===== config.mk =====
export PLATFORM = sky130hd
export DESIGN_NAME = video_stream_loss_tracker
export DESIGN_NICKNAME = d
export VERILOG_FILES = /design/src/hdl/vslt_pkg.sv /design/src/hdl/vslt_divu.sv /design/src/hdl/vslt_front.sv /design/src/hdl/vslt_queue.sv /design/src/hdl/vslt_back.sv /design/src/hdl/video_stream_loss_tracker.sv
export SDC_FILE = /design/constraint.sdc
export NUM_CORES = 2
export LEC_CHECK = 0
export ABC_AREA = 0
export BUFFER_PORTS_ARGS = -buffer_cell sky130_fd_sc_hd__buf_2
export CAP_MARGIN = 20
export CORE_ASPECT_RATIO = 1.75
export CORE_MARGIN = 2
export CORE_UTILIZATION = 60
export DETAILED_ROUTE_END_ITERATION = 8
export PLACE_DENSITY = 0.88
export SYNTH_ARGS = -nofsm -noshare
export SYNTH_HDL_FRONTEND = slang
export SYNTH_SLANG_ARGS = --single-unit

===== constraint.sdc =====
create_clock -name clk_i -period 29.1 [get_ports clk_i]
set_input_delay 1.455 -clock clk_i [delete_from_list [all_inputs] [get_ports clk_i]]
set_output_delay 1.455 -clock clk_i [all_outputs]
set_load 0.05 [all_outputs]

===== src/hdl/vslt_pkg.sv =====
// ----------------------------------------------------------------------------
// vslt_pkg
// Shared types and constants of the video stream loss tracker.
// ----------------------------------------------------------------------------
package vslt_pkg;

  localparam int FN_BITS  = 24;
  localparam int CNT_BITS = 32;
  localparam int SEQ_BITS = 16;
  localparam int ORD_W    = FN_BITS + 2;   // signed encoding order / frame refs
  localparam int LOST_W   = 24;
  localparam int NB_W     = 4;
  localparam int GOP_W    = 8;
  localparam int TC_W     = 24;
  localparam int CFG_IDX_W = 2;

  localparam logic [CFG_IDX_W-1:0] CFG_B_FRAMES   = 2'd0;
  localparam logic [CFG_IDX_W-1:0] CFG_GROUP_SIZE = 2'd1;
  localparam logic [CFG_IDX_W-1:0] CFG_TRACE_CNT  = 2'd2;

  localparam logic [NB_W-1:0]  NB_RESET  = 4'd2;
  localparam logic [GOP_W-1:0] GOP_RESET = 8'd12;
  localparam logic [TC_W-1:0]  TC_RESET  = 24'd65535;

  localparam logic [1:0] KIND_I   = 2'd0;
  localparam logic [1:0] KIND_IDR = 2'd1;
  localparam logic [1:0] KIND_P   = 2'd2;
  localparam logic [1:0] KIND_B   = 2'd3;

  typedef logic signed [ORD_W-1:0] ord_t;

  typedef struct packed {
    logic [SEQ_BITS-1:0] seq_number;
    logic                frag_start;
    logic                frag_end;
    logic [FN_BITS-1:0]  frame_number;
    logic [1:0]          frame_kind;
    logic                warmup_over;
  } in_t;

  typedef struct packed {
    logic [SEQ_BITS-1:0] packets_lost_now;
    logic [LOST_W-1:0]   frames_lost_now;
    logic                frame_completed;
    logic [CNT_BITS-1:0] packets_received_total;
    logic [CNT_BITS-1:0] packets_lost_total;
    logic [CNT_BITS-1:0] frames_received_total;
    logic [CNT_BITS-1:0] frames_discarded_total;
  } out_t;

  // classified packet handed from front to back
  typedef struct packed {
    in_t  pkt;
    ord_t enc;
    ord_t prev_ref;
    ord_t next_ref;
    logic gop_edge;
  } work_t;

endpackage


===== src/hdl/vslt_divu.sv =====
// ----------------------------------------------------------------------------
// vslt_divu
// Restoring unsigned divider, one quotient bit per cycle.
// ----------------------------------------------------------------------------
module vslt_divu #(
  parameter int W = vslt_pkg::ORD_W
) (
  input  logic         clk_i,
  input  logic         rst_ni,
  input  logic         start_i,
  input  logic [W-1:0] dividend_i,
  input  logic [W-1:0] divisor_i,
  output logic         done_o,
  output logic [W-1:0] quot_o,
  output logic [W-1:0] rem_o
);
  localparam int CW = $clog2(W + 1);

  logic          busy_q, done_q;
  logic [CW-1:0] cnt_q;
  logic [W-1:0]  rem_q;
  logic [W-1:0]  quo_q, dvs_q;
  logic [W:0]    shifted, diff;
  logic          take;

  // shifted can only overflow W bits when it is already >= divisor
  assign shifted = {rem_q, quo_q[W-1]};
  assign diff    = shifted - {1'b0, dvs_q};
  assign take    = shifted >= {1'b0, dvs_q};

  always_ff @(posedge clk_i or negedge rst_ni) begin
    if (!rst_ni) begin
      busy_q <= 1'b0;
      done_q <= 1'b0;
      cnt_q  <= '0;
    end else begin
      done_q <= 1'b0;
      if (start_i) begin
        busy_q <= 1'b1;
        cnt_q  <= '0;
      end else if (busy_q) begin
        cnt_q <= cnt_q + 1'b1;
        if (cnt_q == CW'(W - 1)) begin
          busy_q <= 1'b0;
          done_q <= 1'b1;
        end
      end
    end
  end

  always_ff @(posedge clk_i) begin
    if (start_i) begin
      rem_q <= '0;
      quo_q <= dividend_i;
      dvs_q <= divisor_i;
    end else if (busy_q) begin
      rem_q <= take ? diff[W-1:0] : shifted[W-1:0];
      quo_q <= {quo_q[W-2:0], take};
    end
  end

  assign done_o = done_q;
  assign quot_o = quo_q;
  assign rem_o  = rem_q;
endmodule


===== src/hdl/vslt_front.sv =====
// ----------------------------------------------------------------------------
// vslt_front
// Accepts packets and works out encoding order and B-frame reference slots.
// ----------------------------------------------------------------------------
module vslt_front (
  input  logic                        clk_i,
  input  logic                        rst_ni,
  input  logic                        in_valid_i,
  output logic                        in_ready_o,
  input  vslt_pkg::in_t               in_data_i,
  input  logic [vslt_pkg::NB_W-1:0]   nb_i,
  input  logic [vslt_pkg::GOP_W-1:0]  gop_i,
  output logic                        push_o,
  input  logic                        full_i,
  output vslt_pkg::work_t             work_o
);
  localparam int W = vslt_pkg::ORD_W;

  typedef enum logic [2:0] {F_IDLE, F_DIV1, F_MUL, F_START2, F_DIV2, F_PUSH} fstate_e;

  fstate_e             state_q;
  vslt_pkg::in_t       item_q;
  logic [W-1:0]        quot_q, prev_q;
  logic                edge_q;
  logic                accept, start;
  logic [W-1:0]        dividend, divisor, nbp1, gop_ext, next_ref;
  logic                div_done;
  logic [W-1:0]        div_quot, div_rem;
  vslt_pkg::ord_t      f_s, enc;

  assign in_ready_o = (state_q == F_IDLE);
  assign accept     = in_valid_i && in_ready_o;
  assign nbp1       = W'(nb_i) + W'(1);
  assign gop_ext    = (gop_i == '0) ? W'(1) : W'(gop_i);
  assign next_ref   = prev_q + nbp1;
  assign start      = accept || (state_q == F_START2);
  assign dividend   = (state_q == F_IDLE) ? W'(in_data_i.frame_number) : next_ref;
  assign divisor    = (state_q == F_IDLE) ? nbp1 : gop_ext;

  vslt_divu #(.W(W)) u_div (
    .clk_i, .rst_ni,
    .start_i(start), .dividend_i(dividend), .divisor_i(divisor),
    .done_o(div_done), .quot_o(div_quot), .rem_o(div_rem)
  );

  always_ff @(posedge clk_i or negedge rst_ni) begin
    if (!rst_ni) begin
      state_q <= F_IDLE;
    end else begin
      case (state_q)
        F_IDLE:   if (accept) state_q <= F_DIV1;
        F_DIV1:   if (div_done) state_q <= F_MUL;
        F_MUL:    state_q <= F_START2;
        F_START2: state_q <= F_DIV2;
        F_DIV2:   if (div_done) state_q <= F_PUSH;
        F_PUSH:   if (!full_i) state_q <= F_IDLE;
        default:  state_q <= F_IDLE;
      endcase
    end
  end

  always_ff @(posedge clk_i) begin
    if (accept) item_q <= in_data_i;
    if (state_q == F_DIV1 && div_done) quot_q <= div_quot;
    if (state_q == F_MUL) prev_q <= W'(quot_q * nbp1);
    if (state_q == F_DIV2 && div_done) edge_q <= (div_rem == '0);
  end

  // encoding order: B is frame+1, I/IDR frame 0 is 0, else frame-b
  always_comb begin
    f_s = vslt_pkg::ord_t'(item_q.frame_number);
    if (item_q.frame_kind == vslt_pkg::KIND_B)
      enc = f_s + vslt_pkg::ord_t'(1);
    else if (item_q.frame_kind == vslt_pkg::KIND_P || f_s != '0)
      enc = f_s - vslt_pkg::ord_t'(nb_i);
    else
      enc = '0;
  end

  assign push_o          = (state_q == F_PUSH) && !full_i;
  assign work_o.pkt      = item_q;
  assign work_o.enc      = enc;
  assign work_o.prev_ref = prev_q;
  assign work_o.next_ref = next_ref;
  assign work_o.gop_edge = edge_q;
endmodule


===== src/hdl/vslt_queue.sv =====
// ----------------------------------------------------------------------------
// vslt_queue
// Two-entry queue between front and back.
// ----------------------------------------------------------------------------
module vslt_queue (
  input  logic            clk_i,
  input  logic            rst_ni,
  input  logic            push_i,
  input  vslt_pkg::work_t wdata_i,
  output logic            full_o,
  input  logic            pop_i,
  output logic            empty_o,
  output vslt_pkg::work_t rdata_o
);
  vslt_pkg::work_t mem_q [2];
  logic            wp_q, rp_q;
  logic [1:0]      cnt_q;

  assign full_o  = (cnt_q == 2'd2);
  assign empty_o = (cnt_q == 2'd0);
  assign rdata_o = mem_q[rp_q];

  always_ff @(posedge clk_i or negedge rst_ni) begin
    if (!rst_ni) begin
      wp_q  <= 1'b0;
      rp_q  <= 1'b0;
      cnt_q <= '0;
    end else begin
      if (push_i) wp_q <= ~wp_q;
      if (pop_i)  rp_q <= ~rp_q;
      cnt_q <= cnt_q + {1'b0, push_i} - {1'b0, pop_i};
    end
  end

  always_ff @(posedge clk_i) begin
    if (push_i) mem_q[wp_q] <= wdata_i;
  end
endmodule


===== src/hdl/vslt_back.sv =====
// ----------------------------------------------------------------------------
// vslt_back
// Stream state update, loss and dependency checks, counters, result register.
// ----------------------------------------------------------------------------
module vslt_back (
  input  logic                       clk_i,
  input  logic                       rst_ni,
  input  logic                       empty_i,
  input  vslt_pkg::work_t            work_i,
  output logic                       pop_o,
  input  logic [vslt_pkg::NB_W-1:0]  nb_i,
  input  logic [vslt_pkg::TC_W-1:0]  tc_i,
  output logic                       out_valid_o,
  input  logic                       out_ready_i,
  output vslt_pkg::out_t             out_data_o
);
  localparam int W  = vslt_pkg::ORD_W;
  localparam int CW = vslt_pkg::CNT_BITS;
  localparam int SW = vslt_pkg::SEQ_BITS;
  typedef logic signed [W:0] wide_t;

  typedef enum logic [1:0] {B_IDLE, B_DIV, B_EXEC} bstate_e;

  bstate_e             state_q;
  logic                started_q, done_q, drop_q;
  logic [SW-1:0]       last_seq_q;
  vslt_pkg::ord_t      lgi_q, lgp_q, open_num_q, open_ord_q;
  logic [CW-1:0]       c_pr_q, c_pl_q, c_fr_q, c_fd_q;
  logic [W-1:0]        rem_q;
  logic                out_valid_q;
  vslt_pkg::out_t      out_q;

  vslt_pkg::ord_t      x_ord, mod_val;
  logic [W-1:0]        x_mag, tc_ext, div_quot, div_rem;
  logic                div_start, div_done, fire;

  // next-state values
  logic                started_d, done_d, drop_d, done_now, pass, intra, gap;
  logic [SW-1:0]       last_seq_d, pk_lost;
  vslt_pkg::ord_t      lgi_d, lgp_d, open_num_d, open_ord_d, f_s, p_ref;
  wide_t               fr, d;
  logic [vslt_pkg::LOST_W-1:0] fr_sat;
  logic [CW-1:0]       c_pr_d, c_pl_d, c_fr_d, c_fd_d;
  vslt_pkg::in_t       pk;

  assign tc_ext    = (tc_i == '0) ? W'(1) : W'(tc_i);
  assign x_ord     = open_ord_q + vslt_pkg::ord_t'(1);
  assign x_mag     = x_ord[W-1] ? W'(-x_ord) : W'(x_ord);
  assign div_start = (state_q == B_IDLE) && !empty_i;
  assign fire      = (state_q == B_EXEC) && (!out_valid_q || out_ready_i);
  assign pop_o     = fire;

  vslt_divu #(.W(W)) u_div (
    .clk_i, .rst_ni,
    .start_i(div_start), .dividend_i(x_mag), .divisor_i(tc_ext),
    .done_o(div_done), .quot_o(div_quot), .rem_o(div_rem)
  );

  always_comb begin
    pk         = work_i.pkt;
    f_s        = vslt_pkg::ord_t'(pk.frame_number);
    intra      = (pk.frame_kind == vslt_pkg::KIND_I) || (pk.frame_kind == vslt_pkg::KIND_IDR);
    p_ref      = f_s - vslt_pkg::ord_t'(nb_i) - vslt_pkg::ord_t'(1);
    mod_val    = x_ord[W-1] ? -vslt_pkg::ord_t'(rem_q) : vslt_pkg::ord_t'(rem_q);
    started_d  = started_q;
    done_d     = done_q;
    drop_d     = drop_q;
    last_seq_d = last_seq_q;
    lgi_d      = lgi_q;
    lgp_d      = lgp_q;
    open_num_d = open_num_q;
    open_ord_d = open_ord_q;
    c_pr_d     = c_pr_q;
    c_pl_d     = c_pl_q;
    c_fd_d     = c_fd_q;
    pk_lost    = '0;
    fr         = '0;
    d          = '0;
    done_now   = 1'b0;
    pass       = 1'b0;
    gap        = 1'b0;

    if (!started_q) begin
      if (pk.warmup_over && intra && pk.frag_start) begin
        last_seq_d = pk.seq_number;
        lgp_d      = (f_s != '0) ? p_ref : vslt_pkg::ord_t'(-1);
        open_num_d = f_s;
        open_ord_d = work_i.enc;
        if (pk.frag_end) begin
          done_d   = 1'b1;
          lgi_d    = f_s;
          done_now = 1'b1;
        end else begin
          drop_d = 1'b0;
          done_d = 1'b0;
          lgi_d  = vslt_pkg::ord_t'(-1);
        end
        c_pr_d    = c_pr_q + 1'b1;
        started_d = 1'b1;
      end
    end else begin
      gap = (pk.seq_number != last_seq_q + 1'b1);
      if (gap) begin
        pk_lost = pk.seq_number - last_seq_q - 1'b1;
        if (work_i.enc > mod_val) begin
          d = wide_t'(work_i.enc) - wide_t'(open_ord_q) - wide_t'(1);
          if (work_i.enc <= open_ord_q) d = d + wide_t'(tc_ext);
          if (d > 0) fr = d;
        end
        if (!done_q) fr = fr + wide_t'(1);
        if (!pk.frag_start) drop_d = 1'b1;
      end
      last_seq_d = pk.seq_number;

      if (pk.frag_start) begin
        if (intra)
          pass = 1'b1;
        else if (pk.frame_kind == vslt_pkg::KIND_P)
          pass = (lgi_q == p_ref) || (lgp_q == p_ref);
        else if (work_i.gop_edge)
          pass = (lgp_q == work_i.prev_ref) && (lgi_q == work_i.next_ref);
        else
          pass = (lgp_q == work_i.next_ref);
        if (pass) begin
          if (pk.frag_end) begin
            done_d   = 1'b1;
            done_now = 1'b1;
            if (intra) lgi_d = f_s;
            else if (pk.frame_kind == vslt_pkg::KIND_P) begin
              lgp_d  = f_s;
              drop_d = 1'b0;
            end
          end else begin
            drop_d = 1'b0;
            done_d = 1'b0;
          end
        end else begin
          drop_d = 1'b1;
          done_d = pk.frag_end;
          if (pk.frag_end) fr = fr + wide_t'(1);
        end
        open_num_d = f_s;
        open_ord_d = work_i.enc;
      end else if (pk.frag_end) begin
        // drop_d, not drop_q: a gap on this packet marks the frame dropped
        if (!drop_d) begin
          if (intra) lgi_d = open_num_q;
          else if (pk.frame_kind == vslt_pkg::KIND_P) lgp_d = open_num_q;
          done_now = 1'b1;
        end else begin
          fr = fr + wide_t'(1);
        end
        done_d = 1'b1;
      end
      c_pr_d = c_pr_q + 1'b1;
    end

    fr_sat = (fr > wide_t'({vslt_pkg::LOST_W{1'b1}})) ? '1 : fr[vslt_pkg::LOST_W-1:0];
    c_pl_d = c_pl_q + CW'(pk_lost);
    c_fd_d = c_fd_q + CW'(fr_sat);
    c_fr_d = c_fr_q + CW'(done_now);
  end

  always_ff @(posedge clk_i or negedge rst_ni) begin
    if (!rst_ni) begin
      state_q     <= B_IDLE;
      started_q   <= 1'b0;
      done_q      <= 1'b1;
      drop_q      <= 1'b0;
      last_seq_q  <= '0;
      lgi_q       <= vslt_pkg::ord_t'(-1);
      lgp_q       <= vslt_pkg::ord_t'(-1);
      open_num_q  <= '0;
      open_ord_q  <= '0;
      c_pr_q      <= '0;
      c_pl_q      <= '0;
      c_fr_q      <= '0;
      c_fd_q      <= '0;
      out_valid_q <= 1'b0;
    end else begin
      if (out_valid_q && out_ready_i && !fire) out_valid_q <= 1'b0;
      case (state_q)
        B_IDLE: if (div_start) state_q <= B_DIV;
        B_DIV:  if (div_done) state_q <= B_EXEC;
        B_EXEC: begin
          if (fire) begin
            state_q     <= B_IDLE;
            out_valid_q <= 1'b1;
            started_q   <= started_d;
            done_q      <= done_d;
            drop_q      <= drop_d;
            last_seq_q  <= last_seq_d;
            lgi_q       <= lgi_d;
            lgp_q       <= lgp_d;
            open_num_q  <= open_num_d;
            open_ord_q  <= open_ord_d;
            c_pr_q      <= c_pr_d;
            c_pl_q      <= c_pl_d;
            c_fr_q      <= c_fr_d;
            c_fd_q      <= c_fd_d;
          end
        end
        default: state_q <= B_IDLE;
      endcase
    end
  end

  always_ff @(posedge clk_i) begin
    if (state_q == B_DIV && div_done) rem_q <= div_rem;
    if (fire) begin
      out_q.packets_lost_now       <= pk_lost;
      out_q.frames_lost_now        <= fr_sat;
      out_q.frame_completed        <= done_now;
      out_q.packets_received_total <= c_pr_d;
      out_q.packets_lost_total     <= c_pl_d;
      out_q.frames_received_total  <= c_fr_d;
      out_q.frames_discarded_total <= c_fd_d;
    end
  end

  assign out_valid_o = out_valid_q;
  assign out_data_o  = out_q;
endmodule


===== src/hdl/video_stream_loss_tracker.sv =====
// ----------------------------------------------------------------------------
// video_stream_loss_tracker
// Receive-side packet/frame loss and I/P/B dependency tracker.
// ----------------------------------------------------------------------------
// Each packet passes the front, the two-entry queue and the back, then the
//   result register, which holds while it waits on out_ready_i.
// The front takes a new packet only after its two serial
//   26-bit divides (frame / (b+1), next reference mod group size) and its push.
// Back runs one serial divide per packet, overlapped with the front.
// Reset: asynchronous, active low; registers take their defaults, tracking
//   waits for warm-up and an I/IDR first fragment. No clearing pass.
module video_stream_loss_tracker (
  input  logic                             clk_i,
  input  logic                             rst_ni,
  input  logic                             in_valid_i,
  output logic                             in_ready_o,
  input  vslt_pkg::in_t                    in_data_i,
  output logic                             out_valid_o,
  input  logic                             out_ready_i,
  output vslt_pkg::out_t                   out_data_o,
  input  logic                             cfg_we_i,
  input  logic [vslt_pkg::CFG_IDX_W-1:0]   cfg_idx_i,
  input  logic [vslt_pkg::TC_W-1:0]        cfg_data_i
);
  // configuration registers
  logic [vslt_pkg::NB_W-1:0]  nb_q;
  logic [vslt_pkg::GOP_W-1:0] gop_q;
  logic [vslt_pkg::TC_W-1:0]  tc_q;

  always_ff @(posedge clk_i or negedge rst_ni) begin
    if (!rst_ni) begin
      nb_q  <= vslt_pkg::NB_RESET;
      gop_q <= vslt_pkg::GOP_RESET;
      tc_q  <= vslt_pkg::TC_RESET;
    end else if (cfg_we_i) begin
      case (cfg_idx_i)
        vslt_pkg::CFG_B_FRAMES:   nb_q  <= cfg_data_i[vslt_pkg::NB_W-1:0];
        vslt_pkg::CFG_GROUP_SIZE: gop_q <= cfg_data_i[vslt_pkg::GOP_W-1:0];
        vslt_pkg::CFG_TRACE_CNT:  tc_q  <= cfg_data_i;
        default: ;
      endcase
    end
  end

  // front -> queue -> back
  logic            push, full, pop, empty;
  vslt_pkg::work_t wr_work, rd_work;

  vslt_front u_front (
    .clk_i, .rst_ni,
    .in_valid_i, .in_ready_o, .in_data_i,
    .nb_i(nb_q), .gop_i(gop_q),
    .push_o(push), .full_i(full), .work_o(wr_work)
  );

  vslt_queue u_queue (
    .clk_i, .rst_ni,
    .push_i(push), .wdata_i(wr_work), .full_o(full),
    .pop_i(pop), .empty_o(empty), .rdata_o(rd_work)
  );

  vslt_back u_back (
    .clk_i, .rst_ni,
    .empty_i(empty), .work_i(rd_work), .pop_o(pop),
    .nb_i(nb_q), .tc_i(tc_q),
    .out_valid_o, .out_ready_i, .out_data_o
  );
endmodule


# Word level (Yosys, flattened, before mapping)
# Memories as Yosys holds them, arrays and structs flattened.
# Cells that the tools add are included.
[totals] ram_bits=248 word_cells=297 inputBits=76 output_inout_bits=171 ff_bits=760 memories=1
[memory_table] memory="u_queue.mem_q" depth=2 word_bits=124 read_ports=1 rd_clocked_by_memory_dff=0 wr=1 line="vslt_queue.sv:15" source="vslt_pkg::work_t mem_q [2];"
[op_classes] n_reduce_logical=46 muxes=126 n_bitwise=2 magnitude_cmp=6 n_eq_ne=38 add_sub_neg=27 mul=1
[op_table] cell="$mux W26" n=40
[op_table] cell="$mux W27" n=17
[op_table] cell="$eq A26 B26 Y1" n=5
[op_table] cell="$mux W16" n=4
[op_table] cell="$mux W32" n=2
[op_table] cell="$add A27 B2 Y27 const B" n=2
[op_table] cell="$ge A27 B26 Y1" n=2
[op_table] cell="$neg A26 Y26" n=2
[op_table] cell="$sub A26 B26 Y26" n=2
[op_table] cell="$sub A24 B4 Y25" n=2
[op_table] cell="$mux W24" n=2
[op_table] cell="$reduce_bool A24 Y1" n=2
[op_table] cell="$mux W1" n=47
[op_table] cell="$add A32 B1 Y32" n=1
[op_table] cell="$add A32 B1 Y32 const B" n=1
[op_table] cell="$add A32 B16 Y32" n=1
[op_table] cell="$add A32 B24 Y32" n=1
[op_table] cell="$add A27 B27 Y27" n=1
[op_table] cell="$gt A27 B1 Y1 const B" n=1
[op_table] cell="$gt A27 B25 Y1 const B" n=1
[op_table] cell="$sub A26 B26 Y27" n=1
[op_table] cell="$sub A27 B2 Y27 const B" n=1
[op_table] cell="$add A26 B2 Y26 const B" n=1
[op_table] cell="$add A26 B26 Y26" n=1
[op_table] cell="other kinds (45)" n=106

# Depth between registers and ports, before layout
# An unclocked memory read counts as a cell.
[depth] ltp_word=25 ltp_mapped=68 depth_no_buf=54

# By module
# A second synthesis with hierarchy kept.
[unflattened] cells_unflattened=5819 area_unflattened_um2=61594.1
[by_module_without_submodules] module="vslt_back" area_per_inst_um2=32154.6 instances=1 seq_area_each_um2=12201.7 cells_each=3495
[by_module_without_submodules] module="vslt_queue" area_per_inst_um2=9341.5 instances=1 seq_area_each_um2=7547.2 cells_each=401
[by_module_without_submodules] module="vslt_front" area_per_inst_um2=8979.9 instances=1 seq_area_each_um2=3017.9 cells_each=931
[by_module_without_submodules] module="vslt_divu at u_back.u_div" area_per_inst_um2=4906.0 instances=1 seq_area_each_um2=2257.2 cells_each=464
[by_module_without_submodules] module="vslt_divu at u_front.u_div" area_per_inst_um2=4734.5 instances=1 seq_area_each_um2=2257.2 cells_each=451
[by_module_without_submodules] module="video_stream_loss_tracker" area_per_inst_um2=1477.7 instances=1 seq_area_each_um2=924.6 cells_each=77

# Least setup slack after synthesis
# OpenSTA, ideal clock, no wires.
[synth_path] path_type="register to register" startpoint="register u_queue.rp_q" endpoint="register u_back.out_q, in the netlist u_back.out_data_o[26], data pin" n_path_buf=15 required_ns=28.840 path_slack_ns=14.181 path_stages_with_launch=66 synth_period_minus_slack_ns=14.919 arrival_time_ns=14.659 setup_time_ns=0.260 cell_sequence="dfrtp_1 > buf_2 > buf_4 > buf_6 > buf_6 > buf_2 > buf_6 > buf_2 > buf_2 > clkbuf_1 > clkbuf_1 > buf_1 > buf_1 > mux2i_1 > inv_1 > ha_1 > a21o_1 > a221oi_2 > [... 30 more ...] > fa_1 > a21o_1 > a21oi_1 > o21bai_1 > a21oi_1 > nor2b_1 > o21a_1 > o31a_1 > o211ai_1 > a31oi_1 > a21o_1 > a21oi_1 > nor2b_1 > o41ai_1 > o21a_1 > clkbuf_1 > nor2_1 > xor2_1"
[synth_rtl] item="from (decl)" line="vslt_queue.sv:16" source="logic wp_q, rp_q;"
[synth_rtl] item="from (signal assigned)" line="vslt_queue.sv:30" source="if (pop_i) rp_q <= ~rp_q;"
[synth_rtl] item="to (decl)" line="vslt_back.sv:31" source="vslt_pkg::out_t out_q;"

==> impl_metrics.ini <==
[sta]
tightest_slew_ns = 1.23
maxSlewViolCount = 0
min_period_ns = 15.17
period_share = 0.521
fmax_mhz = 65.9
maxSlewHeadroom = 0.171
setup_viol = 0
fin_skew_ns = 0.0440
hold_viol_final = 0
rsz0062_at_grt = no
setup_tns_ns = 0

[floorplan]
initial_core_util = 0.604
die_area_um2 = 100000
die_h_um = 417
core_area_um2 = 96700
io_pins = 247
placementRows = 151
die-width_um = 240

[worst_setup_path]
cpMostUsedCell = a21oi_1
ff2ff_path_depth = 53
critPathLaunchType = flop
cp.depth = 53
max_stage_delay_ns = 1.01
cp-end-kind = flop
cp_max_fo = 58
worstPathRequired_ns = 29.59
critPathSlowestCell = dfrtp_4
path_buf_inv = 3
path_class = reg2reg
arrival_ns = 15.65
critical-path-top-delay-family = compound AO/OA/AOI/OAI gates

[synth]
avgSynthCellArea_um2 = 10.5
synth_compound_area_frac = 0.117
synthTopCellsByCount = edfxtp_1, nand2_1, nor2_1
synth.area.mux_share = 0.0516
yosysMostFrequentCell = edfxtp_1
ys_seq_elements = 985
synthTopCellsByArea = edfxtp_1, dfrtp_1, xnor2_1
yosys.area_share.simple = 0.156
syn_inst = 5587
synth_cell_types = 111
yosys.area_share.adder = 0.0735
ys_seq_area_frac = 0.473
synth_top_family_by_area = simple AND/OR/NAND/NOR gates
yosysTopAreaCell = edfxtp_1
synth_flop_cell = edfxtp_1
synth_xor_area_frac = 0.0971
synth_nets = 5961
synth_top_cell_area_share = 0.321
synth_warnings = 0
syn_area_um2 = 58400
synth_edf_count = 625
synth-async-reset-ratio = 0.313

[route]
viasPerCell = 6.32
drt_wl_total_mm = 165
vias = 45100
ant_nets = 0
wire_per_inst_um = 23.2
drtIter0Drc = 3739
dr.pass1.iters = 6
drcViolationCount = 0

[clocking]
clkLatencyLatePin_ns = 0.74
cts-resized-gates = 0
root_buffer = clkbuf_16
cts_hold_buf = 0
cts_buffers = 89
cts.sinks = 985
postCtsSetupBuffers = 0
cts_tree = done
clk_path_buf_depth = 3
clkTransAtPathRegs_ns = 0.07
htree_levels = 3

[final_layout]
nets = 6127
drive_gt1_frac = 0.127
synthToLayoutAreaGrowth_pct = 9.50
fin_cells = 7132

[placement]
dp_hpwl_mm = 122
dp.cells = 6960
place.gp.congestion = 1.00
io_buffers = 246

[run_status]
status = finished clean

[flow_run]
max_cap_violations = 0

[global_route]
grt_pass1_wl_mm = 252
grt_max_degree = 110
grt_overflow = 0
grt_pass1_vias = 45200
antenna_found_initial = 9
grt_usage = 0.328

[min_path]
hold_path.class = reg2reg
holdPathStages = 0

[power]
power.leakage_nw = 25.5
pwr_density_cell_nw_per_um2 = 88.7
ir_worst_vdd_mv = 0.0555
-- per-layer routing --
| layer | global-route usage | up-vias | part of all wire |
|---|---|---|---|
| met4 | 0.242 | 10 | 0.082 |
| met2 | 0.589 | 2094 | 0.52 |
| met5 | 0 | - | 0.00036 |
| li1 | - | 20400 | - |
| met3 | 0.0530 | 704 | 0.066 |
| met1 | 0.342 | 21800 | 0.34 |
-- placed cells by master, fill, tap and decap left out, types with 91 or more instances in the layout --
master,n
nand3_1,143
mux2i_1,139
nor3_1,127
mux2_2,117
nor2_1,415
xor2_1,243
o21ai_0,269
a21oi_1,236
edfxtp_1,625
ha_1,223
buf_2,245
inv_1,240
xnor2_1,387
clkbuf_16,91
dfrtp_1,236
nand2_1,600
-- final timing paths --
check	startpoint	endpoint	slack [ns]
worst max-delay path	u_queue.rp_q	u_back.out_data_o[28]	13.93
worst min-delay path	u_front.work_o[79]	u_queue.mem_q[1][79]	0.44
worst max register to register	u_queue.rp_q	u_back.out_data_o[28]	13.93
worst min register to register	u_front.work_o[79]	u_queue.mem_q[1][79]	0.44
max in group asynchronous	rst_ni	u_back.c_fd_q[16]	26.27
min in group asynchronous	rst_ni	u_back.open_num_q[23]	0.81
-- report_power, final --
part	total, mW	switching (mW)	internal, mW
combinational	2.62	1.60	1.02
clock	1.23	0.556	0.675
sequential	1.82	0.130	1.69
total	5.67	2.28	3.39
-- worst reg2reg max path, delay by kind of cell (launching register included) --
family,cells,cell delay (ns)
XOR/XNOR,2,0.37
multiplexers,1,0.30
adder cells (fa/ha/maj),6,2.06
buffers and inverters,3,0.54
flip-flops,1,1.01
AO/OA/AOI/OAI,24,6.29
AND/OR/NAND/NOR,17,4.35
-- sequential cells by signal, indices dropped and copies added, names as in the netlist, 25 cells and up --
name	cells
u_queue.mem_q	248
u_back.out_data_o	169
u_front.work_o	45
u_back.c_fd_q	32
u_back.c_fr_q	32
u_back.c_pl_q	32
u_back.c_pr_q	32
u_back.lgp_q	26
u_back.open_ord_q	26
u_back.rem_q	26
u_back.u_div.quot_o	26
u_back.u_div.rem_o	26
u_front.prev_q	26
u_front.quot_q	26
u_front.u_div.quot_o	26
u_front.u_div.rem_o	26
u_back.lgi_q	25
-- layout make-up --
cell class	instances	area (um2)
timing repair buffer	305	1700
tap	1300	1630
antenna	3	7.51
fill	7040	32800
multi-input combinational	4123	29000
inverter	249	942
sequential	985	27600
clock inverter	47	566
clock buffer	120	2490
-- cells by family after synthesis --
family | count (synthesis)
AOI/OAI and AO/OA | 1035
xor gates and xnor gates | 639
adders and majority gates | 298
buffers and inverters | 479
DFF | 985
muxes | 283
and+or+nand+nor | 1868
-- through the flow --
stage	hold slack (ns)	instance area [um2]	worst slack, ns	utilization	power, mW
6_report	0.442	64000	13.93	0.661	5.67
5_1_grt	0.452	64000	12.81	0.661	5.98
4_1_cts	0.441	63900	14.21	0.661	5.64
3_5_place_dp	0.431	60900	14.26	0.629	4.39
3_3_place_gp	0.424	60900	14.58	0.629	4.33
2_1_floorplan	0.421	58400	14.18	-	3.74
(Power assumes the default switching activity.)
